## src/rtl/wsd_pkg.sv

```systemverilog
// package for the websocket frame deframer
// shared constants, the result beat struct and tdata packing widths; no dependencies
`default_nettype none

package wsd_pkg;

    // width of the kept payload length; upper bytes of a 64-bit length fall away
    localparam int LENGTH_BITS = 32;

    // header field masks and the 7-bit length escape codes
    localparam logic [7:0] OPCODE_MASK = 8'h0f;
    localparam logic [7:0] MASK_BIT    = 8'h80;
    localparam logic [7:0] LEN7_MASK   = 8'h7f;
    localparam logic [6:0] LEN_EXT16   = 7'd126;
    localparam logic [6:0] LEN_EXT64   = 7'd127;

    // byte counts of the extended length and masking key fields
    localparam logic [3:0] EXT16_BYTES = 4'd2;
    localparam logic [3:0] EXT64_BYTES = 4'd8;
    localparam logic [3:0] KEY_BYTES   = 4'd4;

    // master tdata: payload_byte and frame_opcode, padded to whole bytes
    localparam int OUT_TDATA_W = 16;

    // one result beat
    typedef struct packed {
        logic [7:0] payload_byte;
        logic [3:0] frame_opcode;
        logic       last_of_frame;
        logic       empty_frame;
    } t_result;

endpackage

`default_nettype wire

```

## src/rtl/wsd_parser.sv

```systemverilog
// frame header parser and payload unmasking, one byte per accepted beat
// depends on wsd_pkg
`default_nettype none

module wsd_parser
    import wsd_pkg::*;
(
    input  wire logic    i_clk,
    input  wire logic    i_rst_n,
    input  wire logic    i_accept,
    input  wire logic [7:0] i_byte,
    output logic         o_res_valid,
    output t_result      o_res
);

    typedef enum logic [2:0] {
        PH_FIRST   = 3'd0,
        PH_SECOND  = 3'd1,
        PH_EXTLEN  = 3'd2,
        PH_KEY     = 3'd3,
        PH_PAYLOAD = 3'd4
    } t_phase;

    t_phase                 r_phase,        n_phase;
    logic [3:0]             r_opcode,       n_opcode;
    logic                   r_mask,         n_mask;
    logic [3:0]             r_hdr_left,     n_hdr_left;
    logic [31:0]            r_key,          n_key;
    logic [LENGTH_BITS-1:0] r_pay_left,     n_pay_left;
    logic [1:0]             r_key_pos,      n_key_pos;

    logic [6:0]             len7;
    logic [7:0]             key_byte;
    logic [7:0]             masked;

    assign len7 = i_byte[6:0] & LEN7_MASK[6:0];

    // key byte for this payload index, first key byte first
    always_comb begin
        case (r_key_pos)
            2'd0:    key_byte = r_key[31:24];
            2'd1:    key_byte = r_key[23:16];
            2'd2:    key_byte = r_key[15:8];
            default: key_byte = r_key[7:0];
        endcase
    end

    assign masked = r_mask ? (i_byte ^ key_byte) : i_byte;

    // next state and result for the current byte
    always_comb begin
        n_phase     = r_phase;
        n_opcode    = r_opcode;
        n_mask      = r_mask;
        n_hdr_left  = r_hdr_left;
        n_key       = r_key;
        n_pay_left  = r_pay_left;
        n_key_pos   = r_key_pos;
        o_res_valid = 1'b0;
        o_res.payload_byte  = 8'd0;
        o_res.frame_opcode  = r_opcode;
        o_res.last_of_frame = 1'b1;
        o_res.empty_frame   = 1'b1;

        case (r_phase)
            PH_SECOND: begin
                n_mask = (i_byte & MASK_BIT) != 8'd0;
                if (len7 == LEN_EXT16 || len7 == LEN_EXT64) begin
                    n_pay_left = '0;
                    n_hdr_left = (len7 == LEN_EXT16) ? EXT16_BYTES : EXT64_BYTES;
                    n_phase    = PH_EXTLEN;
                end else begin
                    n_pay_left = {{(LENGTH_BITS-7){1'b0}}, len7};
                    if (n_mask) begin
                        n_hdr_left = KEY_BYTES;
                        n_phase    = PH_KEY;
                    end else begin
                        n_key_pos = 2'd0;
                        if (len7 == 7'd0) begin
                            n_phase     = PH_FIRST;
                            o_res_valid = 1'b1;
                        end else begin
                            n_phase = PH_PAYLOAD;
                        end
                    end
                end
            end

            PH_EXTLEN: begin
                n_pay_left = {r_pay_left[LENGTH_BITS-9:0], i_byte};
                n_hdr_left = r_hdr_left - 4'd1;
                if (n_hdr_left == 4'd0) begin
                    if (r_mask) begin
                        n_hdr_left = KEY_BYTES;
                        n_phase    = PH_KEY;
                    end else begin
                        n_key_pos = 2'd0;
                        if (n_pay_left == '0) begin
                            n_phase     = PH_FIRST;
                            o_res_valid = 1'b1;
                        end else begin
                            n_phase = PH_PAYLOAD;
                        end
                    end
                end
            end

            PH_KEY: begin
                n_key      = {r_key[23:0], i_byte};
                n_hdr_left = r_hdr_left - 4'd1;
                if (n_hdr_left == 4'd0) begin
                    n_key_pos = 2'd0;
                    if (r_pay_left == '0) begin
                        n_phase     = PH_FIRST;
                        o_res_valid = 1'b1;
                    end else begin
                        n_phase = PH_PAYLOAD;
                    end
                end
            end

            PH_PAYLOAD: begin
                n_key_pos   = r_key_pos + 2'd1;
                n_pay_left  = r_pay_left - LENGTH_BITS'(1);
                o_res_valid = 1'b1;
                o_res.payload_byte  = masked;
                o_res.empty_frame   = 1'b0;
                o_res.last_of_frame = (n_pay_left == '0);
                if (n_pay_left == '0) begin
                    n_phase = PH_FIRST;
                end
            end

            default: begin
                n_opcode = i_byte[3:0] & OPCODE_MASK[3:0];
                n_phase  = PH_SECOND;
            end
        endcase
    end

    // parser state, advanced on every accepted beat
    always_ff @(posedge i_clk) begin
        if (!i_rst_n) begin
            r_phase    <= PH_FIRST;
            r_opcode   <= 4'd0;
            r_mask     <= 1'b0;
            r_hdr_left <= 4'd0;
            r_key      <= 32'd0;
            r_pay_left <= '0;
            r_key_pos  <= 2'd0;
        end else if (i_accept) begin
            r_phase    <= n_phase;
            r_opcode   <= n_opcode;
            r_mask     <= n_mask;
            r_hdr_left <= n_hdr_left;
            r_key      <= n_key;
            r_pay_left <= n_pay_left;
            r_key_pos  <= n_key_pos;
        end
    end

endmodule

`default_nettype wire

```

## src/rtl/wsd_out_skid.sv

```systemverilog
// result register with a skid entry so the input ready is registered
// depends on wsd_pkg
`default_nettype none

module wsd_out_skid
    import wsd_pkg::*;
(
    input  wire logic    i_clk,
    input  wire logic    i_rst_n,
    input  wire logic    i_push,
    input  wire t_result i_res,
    output logic         o_ready,
    output logic         o_valid,
    input  wire logic    i_pop_ready,
    output t_result      o_res
);

    logic    r_valid;
    logic    r_skid_valid;
    t_result r_main;
    t_result r_skid;
    logic    pop;

    assign pop     = r_valid && i_pop_ready;
    assign o_ready = !r_skid_valid;
    assign o_valid = r_valid;
    assign o_res   = r_main;

    // valid flags
    always_ff @(posedge i_clk) begin
        if (!i_rst_n) begin
            r_valid      <= 1'b0;
            r_skid_valid <= 1'b0;
        end else if (r_skid_valid) begin
            if (pop) begin
                r_skid_valid <= 1'b0;
            end
        end else if (i_push) begin
            if (!r_valid || pop) begin
                r_valid <= 1'b1;
            end else begin
                r_skid_valid <= 1'b1;
            end
        end else if (pop) begin
            r_valid <= 1'b0;
        end
    end

    // payload registers
    always_ff @(posedge i_clk) begin
        if (r_skid_valid) begin
            if (pop) begin
                r_main <= r_skid;
            end
        end else if (i_push) begin
            if (!r_valid || pop) begin
                r_main <= i_res;
            end else begin
                r_skid <= i_res;
            end
        end
    end

endmodule

`default_nettype wire

```

## src/rtl/websocket_frame_deframer.sv

```systemverilog
// top level of the websocket frame deframer
// depends on wsd_pkg, wsd_parser and wsd_out_skid
`default_nettype none

// Receive-side WebSocket (RFC 6455) frame deframer. Takes the frame stream one
// byte per beat and returns unmasked payload bytes tagged with the frame opcode,
// tlast on the final byte and tuser set for a zero-length frame, which yields a
// single empty beat. One byte is taken every cycle while s_axis_tready is high;
// the only loop is the parser state register. Results are registered, in the
// skid entry while the output register is full; the skid keeps s_axis_tready
// registered and high while one result waits. FIN and RSV bits are ignored, the
// opcode passes through unchecked, and only the low LENGTH_BITS bits of an
// extended length are kept. No initialization pass after reset.
module websocket_frame_deframer
    import wsd_pkg::*;
(
    input  wire logic                   i_clk,
    input  wire logic                   i_rst_n,
    input  wire logic                   s_axis_tvalid,
    output logic                        s_axis_tready,
    input  wire logic [7:0]             s_axis_tdata,   // [7:0] stream_byte
    output logic                        m_axis_tvalid,
    input  wire logic                   m_axis_tready,
    output logic [OUT_TDATA_W-1:0]      m_axis_tdata,   // [7:0] payload_byte, [11:8] frame_opcode
    output logic                        m_axis_tlast,   // last_of_frame
    output logic                        m_axis_tuser    // empty_frame
);

    logic    accept;
    logic    res_valid;
    t_result res;
    t_result out_res;

    assign accept = s_axis_tvalid && s_axis_tready;

    // header parsing and unmasking
    wsd_parser u_parser (
        .i_clk       (i_clk),
        .i_rst_n     (i_rst_n),
        .i_accept    (accept),
        .i_byte      (s_axis_tdata),
        .o_res_valid (res_valid),
        .o_res       (res)
    );

    // result register and skid entry
    wsd_out_skid u_out (
        .i_clk       (i_clk),
        .i_rst_n     (i_rst_n),
        .i_push      (accept && res_valid),
        .i_res       (res),
        .o_ready     (s_axis_tready),
        .o_valid     (m_axis_tvalid),
        .i_pop_ready (m_axis_tready),
        .o_res       (out_res)
    );

    // beat packing
    assign m_axis_tdata = {{(OUT_TDATA_W-12){1'b0}}, out_res.frame_opcode, out_res.payload_byte};
    assign m_axis_tlast = out_res.last_of_frame;
    assign m_axis_tuser = out_res.empty_frame;

endmodule

`default_nettype wire
```

## config.mk

```make
export PLATFORM = sky130hd
export DESIGN_NAME = websocket_frame_deframer
export DESIGN_NICKNAME = d
export VERILOG_FILES = /design/src/rtl/wsd_pkg.sv /design/src/rtl/wsd_parser.sv /design/src/rtl/wsd_out_skid.sv /design/src/rtl/websocket_frame_deframer.sv
export SDC_FILE = /design/constraint.sdc
export NUM_CORES = 1
export LEC_CHECK = 0
export ABC_AREA = 1
export BUFFER_PORTS_ARGS = -buffer_cell sky130_fd_sc_hd__buf_2
export CAP_MARGIN = 0
export CORE_MARGIN = 2
export CORE_UTILIZATION = 55
export CTS_CLUSTER_SIZE = 20
export DETAILED_ROUTE_END_ITERATION = 10
export GPL_ROUTABILITY_DRIVEN = 0
export PLACE_DENSITY = 0.73
export SKIP_CTS_REPAIR_TIMING = 1
export SYNTH_ARGS = -nofsm -noshare
export SYNTH_HDL_FRONTEND = slang
export SYNTH_SLANG_ARGS = --single-unit
```

## constraint.sdc

```tcl
create_clock -name i_clk -period 4.61 [get_ports i_clk]
set_input_delay 0.2305 -clock i_clk [delete_from_list [all_inputs] [get_ports i_clk]]
set_output_delay 0.2305 -clock i_clk [all_outputs]
set_load 0.005 [all_outputs]
```

==> impl_metrics.ini, run 1 <==
[status]
status = finished clean

[synth]
syn-cell-area_mm2 = 0.00601
synth_compound_area_share_pct = 18.3
synth-xor-area-share_pct = 0.729
yosysWarnings = 0
netlist_instances = 873
synthMuxAreaShare_pct = 0
avgSynthCellArea_um2 = 6.88
synth_fa_ha_area_share_pct = 1.87
ys_types = 40
synth_top_family_by_area = simple AND/OR/NAND/NOR gates
synth-seq-cells = 108
seq_area_frac_synth_pct = 40.6
yosys.area_share.simple_pct = 30.8

[global_route]
grt_antenna_before_repair = 0
grt_max_degree = 65
grt_pass1_wl_um = 25800
track_usage_pct = 28.0
grt_pass1_vias = 5264
grt-ovfl-total = 0

[critical_path]
r2r_end = u_parser.r_key[9]
start_kind = flop
crit_required_ns = 4.92
arrival_ns = 3.14
r2r_slack_ns = 1.79
crit_start = u_out.r_skid_valid
reg2reg_depth = 7
end_kind = flop
crit_end = u_parser.r_key[9]
cp_max_fo = 35
r2r_start = u_out.r_skid_valid
worstSetupPathType = flop to flop

[place]
portBuffers = 27
hpwl_um = 10800

[route]
wl_met2_um = 6980
antenna_left = 0
wl_met3_um = 1280
drt_iter0_markers = 550
routedWlPerCell_um = 15.2
wirelength_um = 15600
num_vias = 5775
wl_met1_um = 7150
via_per_inst = 5.63
firstDrtPassIters = 5
drc_errors = 0
dr.max_layer_used = met4

[sta]
fmax_mhz = 354
final_hold_viol_count = 0
worst_pin_slew_ns = 0.884
tns_ns = 0
clock_skew_ns = 0.0104
setup_viol = 0
max_slew_margin_pct = 41.0
fin_crit_sh_pct = 61.2
maxSlewViolCount = 0
fin_crit_ns = 2.82
rsz0062_at_grt = no

[die]
die_w_um = 109
start_util_pct = 55.9
die-area_mm2 = 0.0118
die_h_um = 109
rows = 38
io_pins = 32
core_mm2 = 0.0107

[clock_tree]
cts_max_level = 3
clock-root-buffer = clkbuf_8
clk_pin_slew_worst_paths_ns = 0.10
clock_latency_ns = 0.39
cts_buffers = 9
cts_max_path_buffers = 2
tritoncts = built
cts_sinks = 108

[finish]
antenna_cells = 0
syn_to_final_growth_pct = 6.00
final_common_cell = nand2_1
post-route-util_pct = 59.3
fill_cells = 1035
mostFrequentLayoutCells = nand2_1, nor2_1, o21ai_0
nNetsFinal = 901
drive_gt1_share_pct = 9.38

[pwr]
vdd_drop_max_mv = 0.247
p_leak_uw = 0.00262
power_density_mw_per_mm2 = 452

[worst_hold_path]
hp-class = input pin to flop

[run]
max-cap-violations = 0
[stage by stage]
stage	hold slack [ns]	power [uW]	area (um^2)	worst slack, ns	cells
5_1_grt	0.149	3090	6370	1.40	1025
3_3_place_gp	0.439	2310	6200	1.71	1009
6_report	0.139	2880	6370	1.79	1025
2_1_floorplan	0.365	2050	6020	2.13	876
4_1_cts	0.128	2870	6370	1.60	1025
3_5_place_dp	0.450	2330	6200	1.61	1009
[synthesized netlist by cell type (all sizes together)]
| master | number | area share, % |
|---|---|---|
| a211oi | 4 | 0.50 |
| a21oi | 49 | 4.1 |
| a31oi | 41 | 4.5 |
| buf | 12 | 1.1 |
| clkbuf | 26 | 1.6 |
| conb | 1 | 0.062 |
| dfxtp | 80 | 27 |
| edfxtp | 28 | 14 |
| ha | 9 | 1.9 |
| inv | 78 | 4.9 |
| nand2 | 250 | 16 |
| nand3 | 29 | 2.6 |
| nand3b | 6 | 0.75 |
| nand4 | 4 | 0.42 |
| nor2 | 136 | 9.7 |
| nor3 | 7 | 0.85 |
| nor4 | 1 | 0.10 |
| o211ai | 3 | 0.37 |
| o21a | 1 | 0.12 |
| o21ai | 100 | 8.4 |
| o21bai | 1 | 0.12 |
| o311ai | 1 | 0.15 |
| or2 | 1 | 0.10 |
| xnor2 | 3 | 0.44 |
| xor2 | 2 | 0.29 |
[metal layers]
| metal | GRT usage (%) | vias up |
|---|---|---|
| li1 | - | 2885 |
| met1 | 40.3 | 2638 |
| met2 | 43.0 | 231 |
| met3 | 5.97 | 21 |
| met4 | 6.68 | 0 |
| met5 | 0 | - |
[flip-flops by register name, summed over array words and instances, names as in the netlist]
| register | flops |
|---|---|
| u_out.o_res | 14 |
| u_out.o_valid | 1 |
| u_out.r_skid | 14 |
| u_out.r_skid_valid | 1 |
| u_parser.r_hdr_left | 4 |
| u_parser.r_key | 32 |
| u_parser.r_key_pos | 2 |
| u_parser.r_mask | 1 |
| u_parser.r_opcode | 4 |
| u_parser.r_pay_left | 32 |
| u_parser.r_phase | 3 |
[how the worst min path moves through the flow]
stage	start	to	slack, ns	cells after the start
after global routing	m_axis_tready	u_out.r_skid_valid	0.15	4
after detailed placement	u_parser.r_opcode[3]	u_out.r_skid[5]	0.45	0
final	m_axis_tready	u_out.r_skid_valid	0.14	4
after global placement	u_parser.r_opcode[2]	u_out.r_skid[4]	0.44	0
after CTS	m_axis_tready	u_out.r_skid_valid	0.13	4
after floorplan	s_axis_tdata[1]	u_parser.r_key[1]	0.37	2
[worst max-delay path, stage by stage (launching register included)]
cell     delay [ns]
dfxtp_1        0.68
inv_1          0.39
nand2_1        0.36
nor2_1         0.09
buf_4          0.24
inv_1          0.64
o21ai_0        0.16
a21oi_1        0.17
[power breakdown]
part	internal, uW	switching [uW]	total, uW
logic	361	824	1190
clock network	201	335	537
registers	1060	98.4	1160
[final cells by class]
cell class	instances	area, um^2	share of cell area (%)
clock buffer	11	131	2.06
inverter	78	293	4.60
timing repair buffer	31	165	2.59
multi-input combinational	652	3130	49.1
clock inverter	5	37.5	0.589
tap	140	175	2.75
sequential	108	2440	38.3
[kinds of logic after synthesis]
logic type / Yosys count
compound gates: 200
simple gates: 434
flops: 108
buf+inv: 116
other cells: 1
xor+xnor: 5
fa+ha+maj: 9
No activity file was read; power rests on OpenSTA's default activity.
==> inputs of run 2 (changes only) <==
--- a/config.mk
+++ b/config.mk
@@ -5,7 +5,7 @@
 export SDC_FILE = /design/constraint.sdc
 export NUM_CORES = 1
 export LEC_CHECK = 0
-export ABC_AREA = 1
+export ABC_AREA = 0
 export BUFFER_PORTS_ARGS = -buffer_cell sky130_fd_sc_hd__buf_2
 export CAP_MARGIN = 0
 export CORE_MARGIN = 2
@@ -13,7 +13,7 @@
 export CTS_CLUSTER_SIZE = 20
 export DETAILED_ROUTE_END_ITERATION = 10
 export GPL_ROUTABILITY_DRIVEN = 0
-export PLACE_DENSITY = 0.73
+export PLACE_DENSITY = 0.76
 export SKIP_CTS_REPAIR_TIMING = 1
 export SYNTH_ARGS = -nofsm -noshare
 export SYNTH_HDL_FRONTEND = slang
==> constraint.sdc (replaced) <==
create_clock -name i_clk -period 2.5 [get_ports i_clk]
set_input_delay 0.125 -clock i_clk [delete_from_list [all_inputs] [get_ports i_clk]]
set_output_delay 0.125 -clock i_clk [all_outputs]
set_load 0.005 [all_outputs]
==> run 2 against run 1 <==
Die area is 1.8% lower; combinational power about the same; setup slack lost 1.7 ns; clock-buffer cell count is 1 lower; clock power grew 100%; clock skew is 0.00066 ns higher; global-route usage down 0.87 points; register-to-register slack got worse by 1.7 ns.
==> impl_metrics.ini, run 2 <==
[synth]
synth_commonest_cells = nand2_1, dfxtp_1, nor2_1, o21ai_0, clkbuf_1
avgSynthCellArea_um2 = 8.41
seq_area_frac_synth_pct = 41.4
netlist_top_cells_area = dfxtp_1, edfxtp_1, nand2_1, a21boi_0, o21ai_0
synth_flop_cell = dfxtp_1
yosysWarnings = 0
synth_top_area_share_pct = 27.2
syn-cell-area_mm2 = 0.00589
synthArstFlopShare_pct = 0
synth-seq-cells = 108
synth_edf_count = 28
synth.most_common_cell = nand2_1
synth_top_cell_by_area = dfxtp_1
ys_types = 63
netlist_instances = 701

[clock_tree]
tritoncts = built
cts_max_path_buffers = 2
cts_buffers = 9
cts_max_level = 3
clock_latency_ns = 0.39
clock-root-buffer = clkbuf_8
cts_sinks = 108
clk_pin_slew_worst_paths_ns = 0.10

[pwr]
p_leak_uw = 0.00255
vdd_drop_max_mv = 0.520
power_density_mw_per_mm2 = 612

[critical_path]
cp_max_fo = 6
crit_chain = buf_4, nor2_1, xor2_1, o31ai_1, o211ai_1, or4_4, o21ai_4, mux2_4
max_stage_delay_ns = 0.45
crit_family = simple AND/OR/NAND/NOR gates
path_buf_inv = 1
critPathSlowestCell = or4_4
end_kind = flop
crit_required_ns = 2.77
arrival_ns = 2.71
start_kind = flop
worstSetupPathType = flop to flop

[finish]
mostFrequentLayoutCells = nand2_1, dfxtp_1, buf_4
multi_input_area_mm2 = 0.00327
syn_to_final_growth_pct = 16.7
largestRegisters = u_parser.r_key x32, u_parser.r_pay_left x32
final_common_cell = nand2_1
fill_cells = 862
fin_cells = 900
antenna_cells = 0
nNetsFinal = 780
drive_gt1_share_pct = 20.0
regArea_mm2 = 0.00245
post-route-util_pct = 66.3

[route]
wirelength_um = 15500
drc_errors = 0
num_vias = 5440
antenna_left = 0
firstDrtPassIters = 6
routedWlPerCell_um = 17.2
via_per_inst = 6.04
drt_iter0_markers = 576

[die]
io_pins = 32
die_h_um = 108
rows = 37
die_w_um = 108
die-area_mm2 = 0.0116
core_mm2 = 0.0104
start_util_pct = 56.8

[run]
max-cap-violations = 0

[worst_hold_path]
hp-class = input pin to flop

[global_route]
grt_pass1_vias = 4953
grt_max_degree = 50
grt_antenna_before_repair = 0
track_usage_pct = 27.1
grt-ovfl-total = 0
grt_pass1_wl_um = 24700

[sta]
clock_skew_ns = 0.0111
max_slew_margin_pct = 45.8
maxSlewViolCount = 0
fin_crit_ns = 2.44
fin_crit_sh_pct = 97.5
worst_pin_slew_ns = 0.813
tns_ns = 0
rsz0062_at_grt = yes
fmax_mhz = 410
setup_viol = 0
final_hold_viol_count = 0

[status]
status = finished clean

[place]
hpwl_um = 10700
portBuffers = 27
dp.cells = 877
-- run 2: changes by cell type in the layout (fill, tap and decap cells not counted), sizes merged, moves of 28 or more --
cell,change
nand2,-124
nor2,-80
buf,+70
inv,-63
o21ai,-49
a21boi,+37
a31oi,-37
a21oi,-28
-- run 2: worst paths after layout --
check / from / to / slack [ns] / depth (start not counted)
max: u_parser.r_pay_left[0] / u_out.o_res[1] / 0.06 / 8
min: s_axis_tvalid / u_out.r_skid_valid / 0.02 / 3
max reg2reg: u_parser.r_pay_left[0] / u_out.o_res[1] / 0.06 / 8
min reg2reg: u_parser.r_opcode[0] / u_out.r_skid[2] / 0.47 / 0
-- run 2: logic make-up (layout without fill, tap and decap cells) --
| group | count (synthesis) | in the layout | share of synthesized area, % |
|---|---|---|---|
| mux | 10 | 10 | 1.87 |
| compound gates | 182 | 182 | 21.2 |
| simple gates | 291 | 291 | 24.1 |
| other cells | 1 | 4 | 0.0636 |
| flops | 108 | 108 | 41.4 |
| xor+xnor | 29 | 29 | 4.31 |
| fa+ha+maj | 9 | 9 | 1.91 |
| buf+inv | 71 | 131 | 5.09 |
-- run 2: metal layers --
metal | vias up | track usage (%) | wire length [um]
li1 | 2607 | - | -
met1 | 2568 | 38.1 | 6880
met2 | 241 | 41.4 | 7080
met3 | 24 | 6.60 | 1300
met4 | 0 | 8.33 | 265
met5 | - | 0 | 0
-- run 2: power breakdown --
group,internal [uW],switching [uW]
registers,1850,66.8
clock network,475,621
logic,531,662
-- run 2: cell type report --
type | instances | area share [%]
clock buffers | 10 | 1.86
clock inverters | 6 | 1.02
inverters | 14 | 0.837
multi-input cells | 525 | 47.5
flip-flops and latches | 108 | 35.6
well taps | 136 | 2.47
repair buffers | 101 | 10.8
-- run 2: metrics by stage --
stage                     hold slack (ns)  area (um^2)  setup slack [ns]  total power, uW
after floorplan                     0.270         5970           -0.0532             2670
after global placement              0.433         6590           -0.0410             3040
after detailed placement            0.436         6590            -0.146             3070
after CTS                         0.00413         6780            0.0244             4160
after global routing               0.0343         6880           -0.0599             4420
final                              0.0234         6880            0.0619             4210
-- run 2: worst min-delay path, stage by stage --
cell and delay (ns):
buf_2 0.12, nand3_1 0.07, a21oi_1 0.06
==> inputs of run 3 (changes only) <==
--- a/config.mk
+++ b/config.mk
@@ -5,7 +5,7 @@
 export SDC_FILE = /design/constraint.sdc
 export NUM_CORES = 1
 export LEC_CHECK = 0
-export ABC_AREA = 0
+export ABC_AREA = 1
 export BUFFER_PORTS_ARGS = -buffer_cell sky130_fd_sc_hd__buf_2
 export CAP_MARGIN = 0
 export CORE_MARGIN = 2
==> run 3 against run 2 <==
Maximum frequency up 3.9%; sequential power up 11%; register-to-register slack better by 0.09 ns; clock-buffer cell count down 1; sequential cell count unchanged; cell area down 4.8%; power up 30%; critical path depth up 7; sequential share of layout area up 1.7 points; highest routed layer unchanged.
==> impl_metrics.ini, run 3 (synthesized netlist as in run 1, its figures left out) <==
[pwr]
p_leak_uw = 0.00272
swShare_pct = 42.7
vdd_drop_max_mv = 0.410
power_frac_comb_pct = 40.2
clkPwrFrac_pct = 20.7
p_int_uw = 3140
power_density_mw_per_mm2 = 836
total_power_uw = 5480
power_switching_uw = 2340
seqPwrFrac_pct = 39.0

[critical_path]
end_kind = flop
r2r_start = u_parser.r_pay_left[0]
critPathSlowestCell = dfxtp_1
max_stage_delay_ns = 0.35
crit_required_ns = 2.80
crit_start = u_parser.r_pay_left[0]
crit_family = simple AND/OR/NAND/NOR gates
start_kind = flop
worstSetupPathType = flop to flop
crit_top_cell = nand2_1
crit_chain = inv_1, ha_2, nand2_1, nor2_1, nand3_1, o21ai_0, nand2_1, nor2_1, nand2_1, nor2_2, nand3_2, nand2_4, nand3_1, nand2_1, nor2_1
arrival_ns = 2.65
cp_max_fo = 6
path_buf_inv = 1

[finish]
largestRegisters = u_parser.r_key x32, u_parser.r_pay_left x32
drive_gt1_share_pct = 11.8
final_common_cell = nand2_1
design_area_mm2 = 0.00655
mostFrequentLayoutCells = nand2_1, nor2_1, o21ai_0
post-route-util_pct = 61.0
syn_to_final_growth_pct = 8.99
nNetsFinal = 915
antenna_cells = 0

[route]
antenna_left = 0
routedWlPerCell_um = 14.6
wirelength_um = 15200
via_per_inst = 5.54
drc_errors = 0
drt_iter0_markers = 493
firstDrtPassIters = 8
num_vias = 5752

[sta]
fin_crit_sh_pct = 93.9
clock_skew_ns = 0.0180
fmax_mhz = 426
maxSlewViolCount = 0
final_hold_viol_count = 0
fin_crit_ns = 2.35
rsz0062_at_grt = no
setup_viol = 0
tns_ns = 0
worst_pin_slew_ns = 0.842
max_slew_margin_pct = 43.8
hold_slack_ns = 0.0353

[die]
core_mm2 = 0.0107
io_pins = 32
rows = 38
die_w_um = 109
die-area_mm2 = 0.0118
die_h_um = 109
start_util_pct = 55.9

[global_route]
grt_max_degree = 65
grt-ovfl-total = 0
grt_pass1_vias = 4963
grt_antenna_before_repair = 0
grt_pass1_wl_um = 24900
track_usage_pct = 26.9

[place]
dpl_cell_area_mm2 = 0.00631
hpwl_um = 10500
portBuffers = 27

[run]
max-cap-violations = 0

[worst_hold_path]
min_from = m_axis_tready
hp-class = input pin to flop

[clock_tree]
tritoncts = built
clock-root-buffer = clkbuf_8
cts_max_path_buffers = 2
clk_pin_slew_worst_paths_ns = 0.12
cts_max_level = 3
cts_sinks = 108
clock_latency_ns = 0.39
cts_buffers = 9

[status]
status = finished clean
[run 3: worst register-to-register path, cell delays in order, from the launching register on]
cell and delay, ns:
dfxtp_1 0.35, inv_1 0.16, ha_2 0.26, nand2_1 0.08
nor2_1 0.18, nand3_1 0.16, o21ai_0 0.19, nand2_1 0.10
nor2_1 0.16, nand2_1 0.08, nor2_2 0.13, nand3_2 0.11
nand2_4 0.11, nand3_1 0.07, nand2_1 0.07, nor2_1 0.04
[run 3: layer usage]
metal  share of wire (%)  vias to the layer above  global-route usage, %
met5                   0                        -                      0
met4                 1.5                        0                   9.25
met3                 7.5                       19                   4.34
met2                  42                      217                   37.5
met1                  49                     2600                   41.6
li1                    -                     2916                      -
[run 3: power groups by stage]
stage	combinational (uW)	sequential, uW	clock [uW]
4_1_cts	2150	2130	1150
5_1_grt	2490	2160	1200
3_3_place_gp	2120	2160	0
2_1_floorplan	1660	2120	0
3_5_place_dp	2130	2160	0
6_report	2200	2140	1140
[run 3: path summary, 6_finish.rpt]
path	endpoint	slack [ns]	cells after the start
worst max-delay path	u_parser.r_phase[1]	0.15	15
worst min-delay path	u_out.r_skid_valid	0.04	4
worst max register to register	u_parser.r_phase[1]	0.15	15
worst min register to register	u_out.r_skid[4]	0.46	0
[run 3: final cells by class]
class / count / area (um^2)
clock buffer: 9 / 124
tap: 140 / 175
timing repair buffer: 45 / 287
clock inverter: 7 / 81.3
sequential: 108 / 2440
multi-input combinational: 652 / 3150
fill: 1007 / 4200
inverter: 78 / 293
[run 3: metrics by stage]
| step | setup slack (ns) | instances |
|---|---|---|
| 2_1_floorplan | 0.0240 | 876 |
| 3_3_place_gp | 0.242 | 1022 |
| 3_5_place_dp | 0.189 | 1022 |
| 4_1_cts | 0.154 | 1038 |
| 5_1_grt | 0.0144 | 1039 |
| 6_report | 0.153 | 1039 |
